**src/hw/rtl/kcs_pkg.sv**
```systemverilog
`default_nettype none
// ----------------------------------------------------------------------------
// kcs_pkg: shared types and constants of the k-closest stream selector
// Widths of the data path, register map, cell control and scan token types.
// ----------------------------------------------------------------------------
package kcs_pkg;

  localparam int VAL_W  = 32;
  localparam int DIST_W = 32;
  localparam int KEEP_W = 5;
  localparam int ADDR_W = 3;

  // register select is paddr[2]: one 32-bit register every four bytes
  localparam logic REG_TARGET = 1'b0;
  localparam logic REG_KEEP   = 1'b1;

  typedef enum logic [1:0] {
    ST_IDLE,
    ST_SCAN,
    ST_DRAIN
  } state_t;

  // per-cell update command; load wins over shift
  typedef struct packed {
    logic load;
    logic shift;
  } cell_op_t;

  // running worst distance carried along the cell row
  typedef struct packed {
    logic              valid;
    logic [DIST_W-1:0] worst_dist;
  } scan_t;

endpackage : kcs_pkg
`default_nettype wire

```
**src/hw/rtl/kcs_cell.sv**
```systemverilog
`default_nettype none
// ----------------------------------------------------------------------------
// kcs_cell: one entry of the selector's cell row
// Holds one value and its distance, takes a new item or its right neighbor's
// entry, and forwards the worst-distance scan token one place per cycle.
// ----------------------------------------------------------------------------
module kcs_cell #(
  parameter int IDX_W    = 4,
  parameter int CELL_IDX = 0
) (
  input  wire                          clk,
  input  wire                          rst,
  input  kcs_pkg::cell_op_t            op,
  input  wire  [kcs_pkg::VAL_W-1:0]    new_value,
  input  wire  [kcs_pkg::DIST_W-1:0]   new_dist,
  input  wire  [kcs_pkg::VAL_W-1:0]    right_value,
  input  wire  [kcs_pkg::DIST_W-1:0]   right_dist,
  input  wire                          occupied,
  input  kcs_pkg::scan_t               scan_in,
  input  wire  [IDX_W-1:0]             scan_in_idx,
  output logic [kcs_pkg::VAL_W-1:0]    value,
  output logic [kcs_pkg::DIST_W-1:0]   held_dist,
  output kcs_pkg::scan_t               scan_out,
  output logic [IDX_W-1:0]             scan_out_idx
);
  import kcs_pkg::*;

  logic take_own;

  // later entries win ties, so the most recent worst entry is chosen
  assign take_own = occupied && (held_dist >= scan_in.worst_dist);

  // entry storage: load new item, move up from the right, or hold
  always_ff @(posedge clk) begin
    if (op.load) begin
      value     <= new_value;
      held_dist <= new_dist;
    end else if (op.shift) begin
      value     <= right_value;
      held_dist <= right_dist;
    end
  end

  // scan token stage
  always_ff @(posedge clk) begin
    if (rst) begin
      scan_out.valid <= 1'b0;
    end else begin
      scan_out.valid <= scan_in.valid;
    end
    if (take_own) begin
      scan_out.worst_dist <= held_dist;
      scan_out_idx        <= IDX_W'(CELL_IDX);
    end else begin
      scan_out.worst_dist <= scan_in.worst_dist;
      scan_out_idx        <= scan_in_idx;
    end
  end

endmodule : kcs_cell
`default_nettype wire

```
**src/hw/rtl/k_closest_stream_selector_top.sv**
```systemverilog
`default_nettype none
// ----------------------------------------------------------------------------
// k_closest_stream_selector_top: keeps the values closest to a target
// Streams signed samples in, holds the keep_count closest in a row of cells,
// and streams them out in arrival order on the sample marked last.
// ----------------------------------------------------------------------------
// An appended sample (store below keep_count) fills the next free cell. Once
// the store is full, the worst-distance token walks the cell row one cell per
// cycle; a closer sample then drops the worst entry, the row closes up and the
// sample goes in at the end, else the sample is dropped. After a sample marked
// tlast the held values leave from cell 0 at one transfer per cycle while
// m_tready is high; the input is held off during a scan and during that drain.
// The output register lets the next sample in before the final value is taken.
// Registers: 0x0 target_value (signed), 0x4 keep_count (0 acts as 1, values
// above CAPACITY act as CAPACITY). Write them only while the block is idle.
module k_closest_stream_selector_top #(
  parameter int CAPACITY = 16
) (
  input  wire                          clk,
  input  wire                          rst,
  // input stream
  input  wire                          s_tvalid,
  output logic                         s_tready,
  input  wire  [kcs_pkg::VAL_W-1:0]    s_tdata,   // [31:0] sample_value
  input  wire                          s_tlast,   // end_of_set
  // output stream
  output logic                         m_tvalid,
  input  wire                          m_tready,
  output logic [kcs_pkg::VAL_W-1:0]    m_tdata,   // [31:0] kept_value
  output logic                         m_tlast,   // final_flag
  // configuration
  input  wire                          psel,
  input  wire                          penable,
  input  wire                          pwrite,
  input  wire  [kcs_pkg::ADDR_W-1:0]   paddr,
  input  wire  [31:0]                  pwdata,
  output logic [31:0]                  prdata,
  output logic                         pready
);
  import kcs_pkg::*;

  localparam int IDX_W = (CAPACITY > 1) ? $clog2(CAPACITY) : 1;
  localparam int CNT_W = $clog2(CAPACITY + 1);
  localparam int CMP_W = (CNT_W > KEEP_W) ? CNT_W : KEEP_W;

  state_t state, state_next;

  logic [VAL_W-1:0]  target_value;
  logic [KEEP_W-1:0] keep_count;
  logic [CNT_W-1:0]  held_count, held_count_next;

  logic [VAL_W-1:0]  samp_value;
  logic [DIST_W-1:0] samp_dist;
  logic              samp_last;

  logic              in_xfer, cfg_wr, out_free, drain_pop;
  logic              store_full, append, start_scan, evict, scan_done;
  logic [CMP_W-1:0]  keep_eff;
  logic [VAL_W:0]    diff_ab, diff_ba;
  logic [DIST_W-1:0] in_dist;
  logic [VAL_W-1:0]  new_value;
  logic [DIST_W-1:0] new_dist;
  logic [CNT_W-1:0]  last_pos;
  logic [CNT_W-1:0]  worst_pos;

  logic [VAL_W-1:0]  cell_value [CAPACITY];
  logic [DIST_W-1:0] cell_dist  [CAPACITY];
  scan_t             cell_scan  [CAPACITY];
  logic [IDX_W-1:0]  cell_idx   [CAPACITY];
  logic [CAPACITY-1:0] scan_valid_vec;

  // configuration port
  assign pready = 1'b1;
  assign cfg_wr = psel && penable && pwrite && pready;

  always_ff @(posedge clk) begin
    if (rst) begin
      target_value <= '0;
      keep_count   <= KEEP_W'(1);
    end else if (cfg_wr) begin
      if (paddr[2] == REG_TARGET) begin
        target_value <= pwdata[VAL_W-1:0];
      end else begin
        keep_count <= pwdata[KEEP_W-1:0];
      end
    end
  end

  always_comb begin
    if (paddr[2] == REG_TARGET) begin
      prdata = target_value;
    end else begin
      prdata = {{(32 - KEEP_W){1'b0}}, keep_count};
    end
  end

  // clamp keep count to 1..CAPACITY
  always_comb begin
    if (keep_count == '0) begin
      keep_eff = CMP_W'(1);
    end else if (CMP_W'(keep_count) > CMP_W'(CAPACITY)) begin
      keep_eff = CMP_W'(CAPACITY);
    end else begin
      keep_eff = CMP_W'(keep_count);
    end
  end

  assign store_full = CMP_W'(held_count) >= keep_eff;

  // absolute distance in offset binary; both differences in parallel
  assign diff_ab = {1'b0, ~s_tdata[VAL_W-1], s_tdata[VAL_W-2:0]}
                 - {1'b0, ~target_value[VAL_W-1], target_value[VAL_W-2:0]};
  assign diff_ba = {1'b0, ~target_value[VAL_W-1], target_value[VAL_W-2:0]}
                 - {1'b0, ~s_tdata[VAL_W-1], s_tdata[VAL_W-2:0]};
  assign in_dist = diff_ab[VAL_W] ? diff_ba[DIST_W-1:0] : diff_ab[DIST_W-1:0];

  assign in_xfer  = s_tvalid && s_tready;
  assign out_free = !m_tvalid || m_tready;

  // sample capture for the scan path
  always_ff @(posedge clk) begin
    if (in_xfer) begin
      samp_value <= s_tdata;
      samp_dist  <= in_dist;
      samp_last  <= s_tlast;
    end
  end

  // scan result at the end of the row
  assign scan_done = cell_scan[CAPACITY-1].valid;
  assign worst_pos = CNT_W'(cell_idx[CAPACITY-1]);
  assign last_pos  = held_count - CNT_W'(1);

  // state register
  always_ff @(posedge clk) begin
    if (rst) begin
      state      <= ST_IDLE;
      held_count <= '0;
    end else begin
      state      <= state_next;
      held_count <= held_count_next;
    end
  end

  // next state and control
  always_comb begin
    state_next      = state;
    held_count_next = held_count;
    s_tready        = 1'b0;
    append          = 1'b0;
    start_scan      = 1'b0;
    evict           = 1'b0;
    drain_pop       = 1'b0;
    case (state)
      ST_IDLE: begin
        s_tready = 1'b1;
        if (in_xfer) begin
          if (!store_full) begin
            append          = 1'b1;
            held_count_next = held_count + CNT_W'(1);
            if (s_tlast) begin
              state_next = ST_DRAIN;
            end
          end else begin
            start_scan = 1'b1;
            state_next = ST_SCAN;
          end
        end
      end
      ST_SCAN: begin
        if (scan_done) begin
          evict      = samp_dist < cell_scan[CAPACITY-1].worst_dist;
          state_next = samp_last ? ST_DRAIN : ST_IDLE;
        end
      end
      ST_DRAIN: begin
        if (out_free) begin
          drain_pop       = 1'b1;
          held_count_next = held_count - CNT_W'(1);
          if (held_count == CNT_W'(1)) begin
            state_next = ST_IDLE;
          end
        end
      end
      default: begin
        state_next = ST_IDLE;
      end
    endcase
  end

  // new entry comes straight from the port on append, else from capture
  assign new_value = (state == ST_IDLE) ? s_tdata : samp_value;
  assign new_dist  = (state == ST_IDLE) ? in_dist : samp_dist;

  // cell row
  for (genvar i = 0; i < CAPACITY; i++) begin : g_cell
    cell_op_t          op;
    scan_t             scan_in;
    logic [IDX_W-1:0]  scan_in_idx;
    logic [VAL_W-1:0]  right_value;
    logic [DIST_W-1:0] right_dist;
    logic              occupied;

    assign occupied = CNT_W'(i) < held_count;
    assign op.load  = (append && (held_count == CNT_W'(i)))
                   || (evict && (last_pos == CNT_W'(i)));
    assign op.shift = (evict && (CNT_W'(i) >= worst_pos) && (CNT_W'(i) < last_pos))
                   || drain_pop;

    if (i == 0) begin : g_head
      assign scan_in.valid      = start_scan;
      assign scan_in.worst_dist = '0;
      assign scan_in_idx        = '0;
    end else begin : g_body
      assign scan_in     = cell_scan[i-1];
      assign scan_in_idx = cell_idx[i-1];
    end

    if (i == CAPACITY - 1) begin : g_tail
      assign right_value = cell_value[i];
      assign right_dist  = cell_dist[i];
    end else begin : g_link
      assign right_value = cell_value[i+1];
      assign right_dist  = cell_dist[i+1];
    end

    kcs_cell #(
      .IDX_W    (IDX_W),
      .CELL_IDX (i)
    ) u_cell (
      .clk          (clk),
      .rst          (rst),
      .op           (op),
      .new_value    (new_value),
      .new_dist     (new_dist),
      .right_value  (right_value),
      .right_dist   (right_dist),
      .occupied     (occupied),
      .scan_in      (scan_in),
      .scan_in_idx  (scan_in_idx),
      .value        (cell_value[i]),
      .held_dist    (cell_dist[i]),
      .scan_out     (cell_scan[i]),
      .scan_out_idx (cell_idx[i])
    );

    assign scan_valid_vec[i] = cell_scan[i].valid;
  end

  // output register: drain from cell 0, hold while stalled
  always_ff @(posedge clk) begin
    if (rst) begin
      m_tvalid <= 1'b0;
    end else if (drain_pop) begin
      m_tvalid <= 1'b1;
    end else if (m_tready) begin
      m_tvalid <= 1'b0;
    end
  end

  always_ff @(posedge clk) begin
    if (drain_pop) begin
      m_tdata <= cell_value[0];
      m_tlast <= (held_count == CNT_W'(1));
    end
  end

  // checks
  a_count_bound: assert property (@(posedge clk) disable iff (rst)
    held_count <= CNT_W'(CAPACITY))
    else $error("held count above capacity");

  a_one_token: assert property (@(posedge clk) disable iff (rst)
    $onehot0(scan_valid_vec))
    else $error("more than one scan token in the cell row");

  a_drain_end: assert property (@(posedge clk) disable iff (rst)
    (drain_pop && (held_count == CNT_W'(1)))
      |=> (m_tvalid && m_tlast && (held_count == '0) && (state == ST_IDLE)))
    else $error("final transfer not flagged or store not cleared");

  a_scan_nonempty: assert property (@(posedge clk) disable iff (rst)
    (state == ST_SCAN) |-> (held_count != '0))
    else $error("scan running on an empty store");

endmodule : k_closest_stream_selector_top
`default_nettype wire

```
**config.mk**
```make
export PLATFORM = sky130hd
export DESIGN_NAME = k_closest_stream_selector_top
export DESIGN_NICKNAME = d
export VERILOG_FILES = /design/src/hw/rtl/kcs_pkg.sv /design/src/hw/rtl/kcs_cell.sv /design/src/hw/rtl/k_closest_stream_selector_top.sv
export SDC_FILE = /design/constraint.sdc
export NUM_CORES = 2
export LEC_CHECK = 0
export ABC_AREA = 1
export BUFFER_PORTS_ARGS = -buffer_cell sky130_fd_sc_hd__buf_4
export CAP_MARGIN = 10
export CORE_MARGIN = 8
export CORE_UTILIZATION = 40
export CTS_CLUSTER_DIAMETER = 60
export CTS_CLUSTER_SIZE = 24
export DETAILED_ROUTE_END_ITERATION = 16
export GPL_TIMING_DRIVEN = 0
export PLACE_DENSITY = 0.67
export SLEW_MARGIN = 20
export SYNTH_ARGS = -nofsm -noshare
export SYNTH_HDL_FRONTEND = slang
export SYNTH_SLANG_ARGS = --single-unit
```
**constraint.sdc**
```tcl
create_clock -name clk -period 7.94 [get_ports clk]
set_input_delay 0.794 -clock clk [delete_from_list [all_inputs] [get_ports clk]]
set_output_delay 0.794 -clock clk [all_outputs]
set_load 0.03 [all_outputs]
```
==> results.sh <==
export IMPL_initial_utilization=0.403
export IMPL_via_per_inst=5.30
export IMPL_p_comb_frac=0.417
export IMPL_postCtsSetupRepairBufs=0
export IMPL_drv_cap=0
export IMPL_post_route_cells_drive_above_1_share=0.0767
export IMPL_critPathTopFamily="buffers and inverters"
export IMPL_io_pins=143
export IMPL_drc_errors=0
export IMPL_fp_coreArea_mm2=0.220
export IMPL_numCtsBuffers=136
export IMPL_port_buffers=139
export IMPL_cp_end_kind="register"
export IMPL_finalSetupViolations=0
export IMPL_outcome="completed"
export IMPL_hold_violations=0
export IMPL_grt_max_degree=55
export IMPL_cts_tree="yes"
export IMPL_avgSynthCellArea_um2=8.45
export IMPL_rsz0062_at_grt="no"
export IMPL_regArea_mm2=0.0461
export IMPL_grt_pass1_wl_um=454000
export IMPL_syn_inst=10500
export IMPL_wirelength_um=310000
export IMPL_critical_path_max_stage_delay_ns=0.92
export IMPL_drt_wirelength_per_cell_um=22.3
export IMPL_yosys_warnings=0
export IMPL_clock_root_buffer="clkbuf_16"
export IMPL_gp_congestion=0.996
export IMPL_slew_headroom=0.0887
export IMPL_hold_class="in2reg"
export IMPL_ys_seq_area_frac=0.521
export IMPL_finalCriticalPeriod_ns=5.09
export IMPL_areaGrowthSynthToFinish_pct=12.3
export IMPL_arrival_ns=5.64
export IMPL_worstSkewPairLatency_ns=0.84
export IMPL_grt_pass1_vias=70200
export IMPL_slew_violations=0
export IMPL_postCtsResizedCells=0
export IMPL_crit_buf_inv=7
export IMPL_die_w_um=487
export IMPL_ir_drop_uv=341
export IMPL_overflow=0
export IMPL_drt_iter0_drc=7378
export IMPL_multi_input_area_mm2=0.0361
export IMPL_clockPowerShare=0.190
export IMPL_syn_nets=11200
export IMPL_die_area_mm2=0.237
export IMPL_switching_share=0.444
export IMPL_yosysUniqueCellTypes=53
export IMPL_ant_nets=0
export IMPL_layoutNonFillerInstCount=13900
export IMPL_period_share=0.641
export IMPL_slowest_stage="clkbuf_1"
export IMPL_holdWs_ns=0.154
export IMPL_ctsHoldBuffers=0
export IMPL_cp_start_kind="register"
export IMPL_crit_path_max_fanout=15
export IMPL_path_clk_slew_ns=0.08
export IMPL_clock_sinks=1744
export IMPL_drt_first_pass_iters=6
export IMPL_rows=172
export IMPL_setup_tns_ns=0
export IMPL_fmax_ghz=0.197
export IMPL_track_usage=0.254
export IMPL_power_leakage_nw=45.6
export IMPL_synth_largest_area_cell="edfxtp_1"
export IMPL_internal_power_mw=22.2
export IMPL_synth_area_leaders="edfxtp_1 38%, nand2_1 16%, dfxtp_1 14%, nand3_1 8.6%, ha_1 8.3%"
export IMPL_p_seq_frac=0.393
export IMPL_worst_clock_skew_ns=0.0500
export IMPL_crit_type="reg2reg"
export IMPL_dp_cells=13600
export IMPL_final_cell_mix="3837 x nand2_1, 1516 x nand3_1, 1122 x edfxtp_1"
export IMPL_final_common_cell="nand2_1"
export IMPL_nFillCells=21300
export IMPL_die_h_um=487
export IMPL_antenna_found_initial=6
export IMPL_yosysTopAreaCellShare=0.380
export IMPL_htree_num_levels=4
export IMPL_worst_pin_slew_ns=1.35
export IMPL_synth_seq_cells=1744
export IMPL_power_switching_mw=17.7
export IMPL_cts_path_max_buffers=3
export IMPL_fin_nets=11500
export IMPL_path_cells="inv_1 > nand2_1 > ha_1 > nand2_1 > inv_1 > nand3_1 > nor2_1 > nor3b_1 > nand2_1 > nor2_4 > nand4_1 > clkbuf_1 > clkbuf_1 > nand4_1 > buf_6 > buf_6 > buf_6"
export IMPL_hpwl_um=243000
export IMPL_vias=73600
export IMPL_synth_cell_area_mm2=0.0886
export IMPL_worstPathRequired_ns=8.49
export IMPL_powerDensity_mw_per_mm2=402
## worst paths after layout
path / from / endpoint / slack (ns) / cells past startpoint
worst max-delay path: keep_count[4] / g_cell[11].u_cell.held_dist[6] / 2.85 / 17
worst min-delay path: s_tdata[12] / samp_value[12] / 0.15 / 1
worst max register to register: keep_count[4] / g_cell[11].u_cell.held_dist[6] / 2.85 / 17
worst min register to register: g_cell[9].u_cell.scan_out[32] / g_cell[10].u_cell.scan_out[32] / 0.40 / 2
## cell families (layout without fill, tap and decap cells)
kind of cell | count (synthesis) | count (layout) | share of synthesized area
AO/OA/AOI/OAI | 653 | 653 | 0.0410
XOR/XNOR | 32 | 32 | 0.00316
adder cells (fa/ha/maj) | 587 | 587 | 0.0831
buffers and inverters | 1603 | 2047 | 0.0754
flip-flops | 1744 | 1744 | 0.521
other | 1 | 4 | 0.0000423
AND/OR/NAND/NOR | 5868 | 5868 | 0.277
## area by class of cell
type	instances	area share
inverters	1034	0.0390
well taps	2958	0.0372
multi-input cells	7141	0.363
clock inverters	95	0.0123
repair buffers	193	0.0199
plain buffers	569	0.0281
flip-flops and latches	1744	0.464
clock buffers	156	0.0367
diodes	3	0.0000755
## per-layer routing
layer | GRT usage | part of all wire | up-vias
li1 | - | - | 35000
met1 | 0.332 | 0.41 | 34900
met2 | 0.403 | 0.44 | 3036
met3 | 0.0463 | 0.083 | 709
met4 | 0.132 | 0.061 | 0
met5 | 0 | 0 | -
## sequential cells by signal (all words and copies together), names as in the netlist
name / count
g_cell.u_cell.scan_out: 528
g_cell.u_cell.held_dist: 512
g_cell.u_cell.value: 512
g_cell.u_cell.scan_out_idx: 49
m_tdata: 32
samp_dist: 32
samp_value: 32
target_value: 32
held_count: 5
keep_count: 5
state: 2
m_tlast: 1
m_tvalid: 1
samp_last: 1
## power groups by stage
stage          Combinational (mW)  Sequential (mW)  Clock [mW]
6_report                     16.7             15.7        7.60
2_1_floorplan                9.75             15.0           0
5_1_grt                      18.2             15.9        8.00
3_3_place_gp                 15.5             16.0           0
3_5_place_dp                 16.3             15.8           0
4_1_cts                      16.5             15.6        7.67
## per-stage QoR
| stage | util | cell area, µm² | power (mW) | setup WS (ns) |
|---|---|---|---|---|
| floorplan | - | 88600 | 24.8 | 0.967 |
| global placement | 0.424 | 93300 | 31.5 | -3.09 |
| detailed placement | 0.430 | 94600 | 32.1 | 2.78 |
| CTS | 0.452 | 99400 | 39.8 | 2.97 |
| global route | 0.452 | 99400 | 42.2 | 2.77 |
| finish | 0.452 | 99500 | 40.0 | 2.85 |
## synth_stat cells, drive strengths merged
| master | count |
|---|---|
| a21boi | 3 |
| ha | 585 |
| a22oi | 1 |
| a211oi | 1 |
| edfxtp | 1122 |
| o31ai | 2 |
| o21ai | 253 |
| clkinv | 4 |
| buf | 304 |
| a31oi | 14 |
| and3 | 1 |
| or2 | 7 |
| o21a | 10 |
| nor4b | 1 |
| nand4 | 77 |
| nand3b | 2 |
| and2 | 2 |
| inv | 1030 |
| a21oi | 330 |
| xnor2 | 2 |
| nor3 | 75 |
| xor2 | 30 |
| fa | 2 |
| nand3 | 1518 |
| nor4 | 16 |
| dfxtp | 622 |
| a21o | 19 |
| o221ai | 2 |
| conb | 1 |
| o211ai | 18 |
| nor2 | 272 |
| nor3b | 2 |
| clkbuf | 265 |
| nand2 | 3895 |
No activity file was read; power rests on OpenSTA's default activity.
